$ cat config.mk
export PLATFORM = sky130hd
export DESIGN_NAME = integer_to_radix_digits
export DESIGN_NICKNAME = d
export VERILOG_FILES = /design/src/rtl/itrd_pkg.sv /design/src/rtl/itrd_divider.sv /design/src/rtl/integer_to_radix_digits.sv
export SDC_FILE = /design/constraint.sdc
export NUM_CORES = 1
export LEC_CHECK = 0
export BUFFER_PORTS_ARGS = -buffer_cell sky130_fd_sc_hd__buf_2
export CAP_MARGIN = 0
export CORE_MARGIN = 8
export CORE_UTILIZATION = 30
export CTS_CLUSTER_SIZE = 24
export DETAILED_ROUTE_END_ITERATION = 6
export GPL_TIMING_DRIVEN = 0
export PLACE_DENSITY = 0.49
export SYNTH_ARGS = -nofsm -noshare
export SYNTH_HDL_FRONTEND = slang
export SYNTH_SLANG_ARGS = --single-unit
$ cat constraint.sdc
create_clock -name clk -period 4 [get_ports clk]
set_input_delay 1.2 -clock clk [delete_from_list [all_inputs] [get_ports clk]]
set_output_delay 1.2 -clock clk [all_outputs]
set_load 0.01 [all_outputs]
$ cat src/rtl/itrd_pkg.sv
// shared constants, types and the digit character lookup
// no dependencies
`default_nettype none

package itrd_pkg;

  localparam int VALUE_WIDTH_DEF = 32;
  localparam int MAX_RADIX_DEF   = 16;

  localparam int RADIX_W = 5;
  localparam int DIGIT_W = 4;
  localparam int CHAR_W  = 8;
  localparam int DATA_W  = 32;
  localparam int INDEX_W = 3;

  localparam logic [INDEX_W-1:0] REG_RADIX       = 3'd0;
  localparam logic [INDEX_W-1:0] REG_CHARS_0_3   = 3'd1;
  localparam logic [INDEX_W-1:0] REG_CHARS_4_7   = 3'd2;
  localparam logic [INDEX_W-1:0] REG_CHARS_8_11  = 3'd3;
  localparam logic [INDEX_W-1:0] REG_CHARS_12_15 = 3'd4;

  localparam logic [RADIX_W-1:0] RADIX_RESET = 5'd10;
  localparam logic [RADIX_W-1:0] RADIX_MIN   = 5'd2;

  localparam logic [DATA_W-1:0] CHARS_RESET_0_3   = 32'h3332_3130;
  localparam logic [DATA_W-1:0] CHARS_RESET_4_7   = 32'h3736_3534;
  localparam logic [DATA_W-1:0] CHARS_RESET_8_11  = 32'h4241_3938;
  localparam logic [DATA_W-1:0] CHARS_RESET_12_15 = 32'h4645_4443;

  localparam logic [CHAR_W-1:0] MINUS_CHAR = 8'h2D;

  typedef logic [3:0][DATA_W-1:0] char_table_t;

  typedef struct packed {
    logic done;
    logic nonzero;
  } div_status_t;

  function automatic logic [CHAR_W-1:0] digit_char(input char_table_t tbl,
                                                   input logic [DIGIT_W-1:0] d);
    logic [DATA_W-1:0] word;
    word = tbl[d[3:2]];
    digit_char = word[{d[1:0], 3'b000} +: CHAR_W];
  endfunction

endpackage

`default_nettype wire

$ cat src/rtl/itrd_divider.sv
// bit-serial restoring divider: one quotient bit per cycle, small remainder
// depends on itrd_pkg
`default_nettype none

module itrd_divider import itrd_pkg::*; #(
  parameter int VALUE_WIDTH = VALUE_WIDTH_DEF
) (
  input  wire logic                   clk,
  input  wire logic                   rst,
  input  wire logic                   load,
  input  wire logic [VALUE_WIDTH-1:0] dividend,
  input  wire logic [RADIX_W-1:0]     divisor,
  output logic      [VALUE_WIDTH-1:0] quotient,
  output logic      [DIGIT_W-1:0]     remainder,
  output div_status_t                 status
);

  localparam int CNT_W = $clog2(VALUE_WIDTH + 1);

  logic                 run;
  logic                 done;
  logic                 nonzero;
  logic [CNT_W-1:0]     bitcnt;
  logic [RADIX_W-1:0]   dvs;
  logic [RADIX_W-1:0]   trial;
  logic [RADIX_W-1:0]   diff;
  logic                 ge;
  logic [DIGIT_W-1:0]   remainder_next;

  assign trial          = {remainder, quotient[VALUE_WIDTH-1]};
  assign ge             = (trial >= dvs);
  assign diff           = trial - dvs;
  assign remainder_next = ge ? diff[DIGIT_W-1:0] : trial[DIGIT_W-1:0];

  assign status.done    = done;
  assign status.nonzero = nonzero;

  always_ff @(posedge clk) begin
    if (rst) begin
      run    <= 1'b0;
      done   <= 1'b0;
      bitcnt <= '0;
    end else begin
      done <= 1'b0;
      if (load) begin
        run    <= 1'b1;
        bitcnt <= CNT_W'(VALUE_WIDTH);
      end else if (run) begin
        bitcnt <= bitcnt - 1'b1;
        if (bitcnt == CNT_W'(1)) begin
          run  <= 1'b0;
          done <= 1'b1;
        end
      end
    end
  end

  // datapath: shift the dividend out, quotient bits in
  always_ff @(posedge clk) begin
    if (load) begin
      quotient  <= dividend;
      remainder <= '0;
      dvs       <= divisor;
      nonzero   <= 1'b0;
    end else if (run) begin
      quotient  <= {quotient[VALUE_WIDTH-2:0], ge};
      remainder <= remainder_next;
      if (ge) begin
        nonzero <= 1'b1;
      end
    end
  end

endmodule

`default_nettype wire

$ cat src/rtl/integer_to_radix_digits.sv
// top level: signed integer to text characters in a configurable radix
// depends on itrd_pkg and itrd_divider
//
// usage
//   a value is taken at a clock edge where start is high and busy is low.
//   its text comes out one character per transfer on char_code, each shown
//   for one cycle with strobe high; last marks the final character. a minus
//   character leads for negative values, then digits most significant first.
//   wr_en, wr_index and wr_data write the radix and the digit character
//   table; write only while busy is low.
// timing
//   each digit takes one full pass of the bit-serial divider, which sets
//   the rate. the minus character appears the cycle after the final
//   division, then each digit character follows a fetch state (digit memory
//   read) and an emit state.
//   busy falls in the cycle where the last character is shown, so a new
//   value may be taken then.
// reset
//   rst clears the sequencer and returns radix 10 and digits "0".."F".
//   the receiver cannot stall: every strobe is a transfer.
`default_nettype none

module integer_to_radix_digits import itrd_pkg::*; #(
  parameter int VALUE_WIDTH = VALUE_WIDTH_DEF,
  parameter int MAX_RADIX   = MAX_RADIX_DEF
) (
  input  wire logic                          clk,
  input  wire logic                          rst,
  input  wire logic                          start,
  output logic                               busy,
  input  wire logic signed [VALUE_WIDTH-1:0] value,
  input  wire logic                          wr_en,
  input  wire logic        [INDEX_W-1:0]     wr_index,
  input  wire logic        [DATA_W-1:0]      wr_data,
  output logic                               strobe,
  output logic             [CHAR_W-1:0]      char_code,
  output logic                               last
);

  localparam int AW = $clog2(VALUE_WIDTH);

  localparam logic [1:0] ST_IDLE  = 2'd0;
  localparam logic [1:0] ST_DIV   = 2'd1;
  localparam logic [1:0] ST_FETCH = 2'd2;
  localparam logic [1:0] ST_EMIT  = 2'd3;

  logic [1:0]              state;
  logic [RADIX_W-1:0]      radix;
  char_table_t             chars;
  logic                    negative;
  logic [AW-1:0]           cnt;
  logic [AW-1:0]           rd_addr;
  logic [DIGIT_W-1:0]      rd_data;
  logic [DIGIT_W-1:0]      mem [VALUE_WIDTH];

  logic [VALUE_WIDTH-1:0]  value_u;
  logic [VALUE_WIDTH-1:0]  mag;
  logic [RADIX_W-1:0]      radix_eff;
  logic                    accept;
  logic                    div_load;
  logic [VALUE_WIDTH-1:0]  dividend;
  logic [VALUE_WIDTH-1:0]  quotient;
  logic [DIGIT_W-1:0]      remainder;
  div_status_t             div_st;
  logic                    digit_done;

  assign value_u    = value;
  assign mag        = value_u[VALUE_WIDTH-1]
                      ? (~value_u + {{(VALUE_WIDTH-1){1'b0}}, 1'b1}) : value_u;
  assign busy       = (state != ST_IDLE);
  assign accept     = start && (state == ST_IDLE);
  assign digit_done = (state == ST_DIV) && div_st.done;
  assign div_load   = accept || (digit_done && div_st.nonzero);
  assign dividend   = (state == ST_IDLE) ? mag : quotient;

  always_comb begin
    if (radix < RADIX_MIN) begin
      radix_eff = RADIX_MIN;
    end else if (radix > RADIX_W'(MAX_RADIX)) begin
      radix_eff = RADIX_W'(MAX_RADIX);
    end else begin
      radix_eff = radix;
    end
  end

  itrd_divider #(
    .VALUE_WIDTH (VALUE_WIDTH)
  ) u_divider (
    .clk       (clk),
    .rst       (rst),
    .load      (div_load),
    .dividend  (dividend),
    .divisor   (radix_eff),
    .quotient  (quotient),
    .remainder (remainder),
    .status    (div_st)
  );

  // configuration registers
  always_ff @(posedge clk) begin
    if (rst) begin
      radix    <= RADIX_RESET;
      chars[0] <= CHARS_RESET_0_3;
      chars[1] <= CHARS_RESET_4_7;
      chars[2] <= CHARS_RESET_8_11;
      chars[3] <= CHARS_RESET_12_15;
    end else if (wr_en) begin
      case (wr_index)
        REG_RADIX:       radix    <= wr_data[RADIX_W-1:0];
        REG_CHARS_0_3:   chars[0] <= wr_data;
        REG_CHARS_4_7:   chars[1] <= wr_data;
        REG_CHARS_8_11:  chars[2] <= wr_data;
        REG_CHARS_12_15: chars[3] <= wr_data;
        default: ;
      endcase
    end
  end

  // digit store, least significant digit at address zero
  always_ff @(posedge clk) begin
    if (digit_done) begin
      mem[cnt] <= remainder;
    end
    rd_data <= mem[rd_addr];
  end

  always_ff @(posedge clk) begin
    if (rst) begin
      state     <= ST_IDLE;
      strobe    <= 1'b0;
      char_code <= '0;
      last      <= 1'b0;
      negative  <= 1'b0;
      cnt       <= '0;
      rd_addr   <= '0;
    end else begin
      strobe <= 1'b0;
      case (state)
        ST_IDLE: begin
          if (start) begin
            state    <= ST_DIV;
            cnt      <= '0;
            negative <= value_u[VALUE_WIDTH-1];
          end
        end
        ST_DIV: begin
          if (div_st.done) begin
            if (div_st.nonzero) begin
              cnt <= cnt + 1'b1;
            end else begin
              rd_addr <= cnt;
              state   <= ST_FETCH;
              if (negative) begin
                strobe    <= 1'b1;
                char_code <= MINUS_CHAR;
                last      <= 1'b0;
              end
            end
          end
        end
        ST_FETCH: begin
          state <= ST_EMIT;
        end
        ST_EMIT: begin
          strobe    <= 1'b1;
          char_code <= digit_char(chars, rd_data);
          last      <= (rd_addr == '0);
          if (rd_addr == '0) begin
            state <= ST_IDLE;
          end else begin
            rd_addr <= rd_addr - 1'b1;
            state   <= ST_FETCH;
          end
        end
        default: begin
          state <= ST_IDLE;
        end
      endcase
    end
  end

endmodule

`default_nettype wire

==> flow_metrics.env, run 1 <==
export IMPL_power_leakage_nw=6.06
export IMPL_grt_max_degree=37
export IMPL_viasPerCell=4.97
export IMPL_fp_coreArea_um2=48800
export IMPL_yosysUniqueCellTypes=55
export IMPL_routabilityCongestion=0.797
export IMPL_critical_path_class="in -> reg"
export IMPL_pin_count=82
export IMPL_antenna_left=0
export IMPL_yosysSeqAreaShare=0.568
export IMPL_dieArea_um2=56800
export IMPL_clockBufferDepth=3
export IMPL_synth_largest_area_cell="edfxtp_1"
export IMPL_clkSinkCount=338
export IMPL_hold_ws_ps=454
export IMPL_post_route_min_period_ps=3430
export IMPL_yosys_warnings=0
export IMPL_grt_overflow=0
export IMPL_setup_slack_ps=573
export IMPL_antenna_found_initial=3
export IMPL_report_final_slew_viol_count=0
export IMPL_setup_violations=0
export IMPL_h_tree_depth=2
export IMPL_root_buffer="clkbuf_16"
export IMPL_area_delta_synth_final_pct=16.8
export IMPL_worstPathMaxFanout=32
export IMPL_portBuffers=80
export IMPL_startpoint_type="input port"
export IMPL_slew_headroom=0.135
export IMPL_setup_worst_path_end_class="flip-flop"
export IMPL_place_hpwl_mm=30.3
export IMPL_syn_inst=1378
export IMPL_grt_pass1_vias=10992
export IMPL_drive_above_1_share=0.141
export IMPL_async_reset_ff_frac=0
export IMPL_synthTopCellsByCount="nand2_1, dfxtp_1, edfxtp_1"
export IMPL_clk_latency_ps=530
export IMPL_grt_first_pass_wirelength_mm=66.3
export IMPL_rr_startpoint="state[0]$_SDFFE_PP0P_"
export IMPL_vias=10895
export IMPL_drt_iter0_drc=783
export IMPL_status="completed"
export IMPL_synth_area_leaders="edfxtp_1, dfxtp_1, nand2_1"
export IMPL_drc_errors=0
export IMPL_cts_buffers=39
export IMPL_max_clock_freq_ghz=0.292
export IMPL_p_per_area_nw_per_um2=457
export IMPL_post_route_period_util=0.857
export IMPL_wl_per_cell_um=19.8
export IMPL_drtPass1Iterations=5
export IMPL_yosys_cell_count_top_type="nand2_1"
export IMPL_holdBufCountCts=0
export IMPL_cp_required_ps=4150
export IMPL_avgSynthCellArea_um2=10.8
export IMPL_min_delay_start="chars[125]$_SDFFE_PP0P_"
export IMPL_synth_seq_cells=338
export IMPL_final_nets=1584
export IMPL_dp_slack_ps=-474
export IMPL_peakVddDrop_mv=0.224
export IMPL_arrival_ps=3570
export IMPL_initial_core_util=0.303
export IMPL_die_width_um=238
export IMPL_startpoint="start"
export IMPL_hold_viol_final=0
export IMPL_n_antenna_cell=0
export IMPL_synth_flop_cell="dfxtp_1"
export IMPL_die_h_um=238
export IMPL_synth_edf_count=165
export IMPL_routed_wl_mm=43.3
export IMPL_fin_util=0.354
export IMPL_std_cell_rows=81
export IMPL_synthesis_area_um2=14800
export IMPL_clk_pin_slew_worst_paths_ps=60
export IMPL_drv_cap=0
export IMPL_post_cts_buffers=0
export IMPL_cts_tree="yes"
export IMPL_track_usage=0.151
export IMPL_rsz0062_at_grt="no"
export IMPL_worst_pin_slew_ps=1300
export IMPL_fin_skew_ps=21.3
export IMPL_synth_top_area_frac=0.334
export IMPL_cts_resized=0
export IMPL_holdCritPathClass="reg -> reg"
export IMPL_synth_nets=1463
==> sequential cells by signal, summed over array words and instances (netlist names) <==
| signal | cells |
|---|---|
| chars | 128 |
| mem | 128 |
| u_divider.quotient | 32 |
| char_code | 8 |
| u_divider.bitcnt | 6 |
| cnt | 5 |
| radix | 5 |
| rd_addr | 5 |
| u_divider.dvs | 5 |
| rd_data | 4 |
| u_divider.remainder | 4 |
| state | 2 |
| last | 1 |
| negative | 1 |
| strobe | 1 |
| u_divider.done | 1 |
| u_divider.nonzero | 1 |
| u_divider.run | 1 |
==> cells by family (layout without fill, tap and decap cells) <==
family / after synthesis / after routing / synth area share
buf+inv: 116 / 264 / 0.0304
mux: 84 / 84 / 0.0976
compound gates: 223 / 223 / 0.0896
xor+xnor: 39 / 39 / 0.0230
flops: 338 / 338 / 0.568
fa+ha+maj: 14 / 14 / 0.0123
simple gates: 564 / 564 / 0.179
==> routing by layer <==
layer,up-vias,wire [um],GRT usage
met5,-,39,0
met4,6,904,0.0400
met3,66,2550,0.0305
met2,271,20300,0.247
met1,5396,19600,0.202
li1,5156,-,-
==> power by group <==
part	internal (mW)	total, mW	switching [mW]
combinational	0.169	0.474	0.305
sequential	3.80	3.91	0.113
clock	2.12	3.52	1.40
total	6.09	7.91	1.82
==> final timing paths <==
check                                endpoint  slack [ps]  depth (start not counted)
min                   chars[125]$_SDFFE_PP0P_         450                          2
max reg2reg  u_divider.quotient[16]$_DFFE_PP_         950                          7
min reg2reg           chars[125]$_SDFFE_PP0P_         450                          2
max          u_divider.quotient[16]$_DFFE_PP_         570                          7
==> cell type report <==
| type | instances | area [um2] |
|---|---|---|
| plain buffers | 91 | 357 |
| clock buffers | 54 | 1100 |
| clock inverters | 14 | 149 |
| fillers | 4893 | 31500 |
| inverters | 25 | 93.8 |
| multi-input cells | 924 | 5950 |
| flip-flops and latches | 338 | 8420 |
| well taps | 664 | 831 |
| repair buffers | 80 | 400 |
==> cell usage in the layout (no fill, tap or decap), drive strengths merged, types with 13 or more instances in the layout <==
cell,count
nor2,87
nand3b,55
xor2,34
mux2i,32
nand3,17
mux4,48
a21oi,101
nand2,318
edfxtp,165
ha,13
dfxtp,173
o21ai,44
a22oi,16
buf,97
clkbuf,128
inv,28
nand2b,13
==> per-stage QoR <==
| stage | instance area [um2] | instances | setup TNS (ps) | total power, mW |
|---|---|---|---|---|
| 3_3_place_gp | 16100 | 2122 | -15610 | 4.46 |
| 5_1_grt | 17300 | 2190 | 0 | 8.22 |
| 3_5_place_dp | 16100 | 2122 | -15110 | 4.47 |
| 4_1_cts | 17300 | 2190 | 0 | 8.00 |
| 2_1_floorplan | 14800 | 1378 | 0 | 4.22 |
| 6_report | 17300 | 2190 | 0 | 7.91 |
==> worst max-delay path, stage by stage <==
cell and delay [ps]:
buf_2 140, or3b_1 440, and2_1 250, buf_2 210, inv_1 240, buf_2 370, o21a_2 690
(Power assumes the default switching activity.)
==> inputs of run 2 (changes only) <==
- ABC_AREA: unset -> 1
==> run 2 against run 1 <==
  * First-iteration DRC count increased by 39%
  * Highest routed layer is now met4
  * Synthesized cell count increased by 33%
  * Total power increased by 50%
  * Fmax increased by 27%
  * Routed wire length increased by 21%
  * Sequential share of layout area decreased by 2.0 points
  * Largest power group unchanged
  * Global-route usage increased by 2.1 points
==> flow_metrics.env, run 2 <==
export IMPL_mostFrequentLayoutCell="nand2_1"
export IMPL_worst_path_max_delay_cell="dfxtp_1"
export IMPL_status="completed"
export IMPL_pin_count=82
export IMPL_antenna_found_initial=0
export IMPL_grt_overflow=0
export IMPL_synth_flop_cell="dfxtp_1"
export IMPL_post_route_min_period_ps=2690
export IMPL_track_usage=0.172
export IMPL_worst_pin_slew_ps=1320
export IMPL_drt_iter0_drc=1091
export IMPL_vias=13440
export IMPL_cp_cell_sequence="buf_6 -> nor2_1 -> inv_1 -> buf_2"
export IMPL_synth_edf_count=165
export IMPL_cts_resized=0
export IMPL_postPlaceCellArea_um2=16700
export IMPL_power_leakage_nw=7.37
export IMPL_synth_area_leaders="edfxtp_1, dfxtp_1, nand2_1"
export IMPL_std_cell_rows=83
export IMPL_routed_wl_mm=52.6
export IMPL_area_delta_synth_final_pct=16.7
export IMPL_max_clock_freq_ghz=0.372
export IMPL_place_hpwl_mm=36.4
export IMPL_holdCritPathClass="reg -> reg"
export IMPL_avgSynthCellArea_um2=8.41
export IMPL_wl_per_cell_um=19.7
export IMPL_synthesis_area_um2=15500
export IMPL_top_regs="chars: 128 flops, mem: 128 flops, u_divider.quotient: 32 flops"
export IMPL_highest_layer="met4"
export IMPL_arrival_ps=1490
export IMPL_synth_top_area_frac=0.320
export IMPL_async_reset_ff_frac=0
export IMPL_synth_seq_cells=338
export IMPL_hold_viol_final=0
export IMPL_viasPerCell=5.03
export IMPL_initial_core_util=0.303
export IMPL_clockBufferDepth=3
export IMPL_clk_pin_slew_worst_paths_ps=60
export IMPL_critical_path_class="reg -> out"
export IMPL_grt_pass1_vias=12830
export IMPL_report_final_slew_viol_count=0
export IMPL_wl_met1_mm=24.3
export IMPL_wl_met3_mm=3.50
export IMPL_cts_buffers=39
export IMPL_synthTopCellsByCount="nand2_1, nor2_1, dfxtp_1"
export IMPL_die_h_um=243
export IMPL_clk_latency_ps=570
export IMPL_total_power_mw=11.9
export IMPL_portBuffers=80
export IMPL_clkSinkCount=338
export IMPL_root_buffer="clkbuf_16"
export IMPL_dieArea_um2=59100
export IMPL_startpoint_type="flip-flop"
export IMPL_yosysUniqueCellTypes=41
export IMPL_peakVddDrop_mv=0.280
export IMPL_cp_top_family="buffers and inverters"
export IMPL_setup_violations=0
export IMPL_yosys_cell_count_top_type="nand2_1"
export IMPL_worst_path_buf_inv=3
export IMPL_final_cell_area_um2=18000
export IMPL_worstPathMaxFanout=7
export IMPL_final_nets=2046
export IMPL_dr_wl_met2_mm=23.1
export IMPL_die_width_um=243
export IMPL_synth_largest_area_cell="edfxtp_1"
export IMPL_routabilityCongestion=0.882
export IMPL_rsz0062_at_grt="no"
export IMPL_antenna_left=0
export IMPL_slew_headroom=0.119
export IMPL_setup_worst_path_end_class="output pin"
export IMPL_synth_nets=1924
export IMPL_n_antenna_cell=0
export IMPL_cts_tree="yes"
export IMPL_holdBufCountCts=0
export IMPL_yosys_warnings=0
export IMPL_p_per_area_nw_per_um2=660
export IMPL_drive_above_1_share=0.126
export IMPL_post_route_period_util=0.672
export IMPL_yosysSeqAreaShare=0.545
export IMPL_h_tree_depth=2
export IMPL_post_cts_buffers=0
export IMPL_cp_required_ps=2800
export IMPL_syn_inst=1839
export IMPL_grt_first_pass_wirelength_mm=79.1
export IMPL_drv_cap=0
export IMPL_drc_errors=0
export IMPL_grt_max_degree=37
export IMPL_drtPass1Iterations=6
export IMPL_final_cell_mix="nand2_1, nor2_1, dfxtp_1"
export IMPL_fin_skew_ps=31.1
export IMPL_fp_coreArea_um2=51100
export IMPL_critPathMaxStageDelay_ps=310
==> run 2: cells by family after synthesis <==
family	share of synthesized area
XOR/XNOR	0.00906
flip-flops	0.545
AND/OR/NAND/NOR	0.232
buffers and inverters	0.0669
adder cells (fa/ha/maj)	0.0118
AO/OA/AOI/OAI	0.136
==> run 2: area by class of cell <==
| type | count | area [um2] |
|---|---|---|
| buffer | 106 | 551 |
| clock buffer | 52 | 1110 |
| clock inverter | 19 | 193 |
| fill | 5349 | 33000 |
| inverter | 129 | 484 |
| multi-input combinational | 1266 | 6020 |
| sequential | 338 | 8420 |
| tap | 680 | 851 |
| timing repair buffer | 81 | 420 |
==> run 2: stage by stage <==
stage | std cells | hold WS (ps) | utilization | TNS [ps] | setup slack, ps
CTS | 2671 | 458 | 0.353 | 0 | 1260
floorplan | 1839 | 424 | - | 0 | 573
finish | 2671 | 455 | 0.353 | 0 | 1310
global route | 2671 | 474 | 0.353 | 0 | 1120
detailed placement | 2600 | 442 | 0.328 | 0 | 1150
global placement | 2599 | 432 | 0.327 | -17300 | -543
==> run 2: power breakdown <==
| group | switching (mW) | leakage (nW) | internal (mW) |
|---|---|---|---|
| Clock | 1.47 | 0.634 | 2.15 |
| Combinational | 2.70 | 3.81 | 1.14 |
| Sequential | 0.282 | 2.93 | 4.16 |
| Total | 4.46 | 7.37 | 7.45 |
==> run 2: worst paths after layout <==
check,startpoint,to,slack [ps],cells after the start
worst max-delay path,state[0]$_SDFFE_PP0P_,busy,1310,4
worst min-delay path,chars[73]$_SDFFE_PP0P_,chars[73]$_SDFFE_PP0P_,450,2
worst max register to register,u_divider.remainder[3]$_SDFFE_PN0P_,u_divider.quotient[0]$_DFFE_PP_,1380,6
worst min register to register,chars[73]$_SDFFE_PP0P_,chars[73]$_SDFFE_PP0P_,450,2
==> run 2: worst min-delay path: stages (launching register included) <==
cell and delay [ps]:
dfxtp_1 290, inv_1 60, a21oi_1 60
==> run 2: routing by layer <==
metal  track usage  up-vias
met5             0        -
met4        0.0571        0
met3        0.0329      103
met2         0.268      476
met1         0.238     6423
li1              -     6438
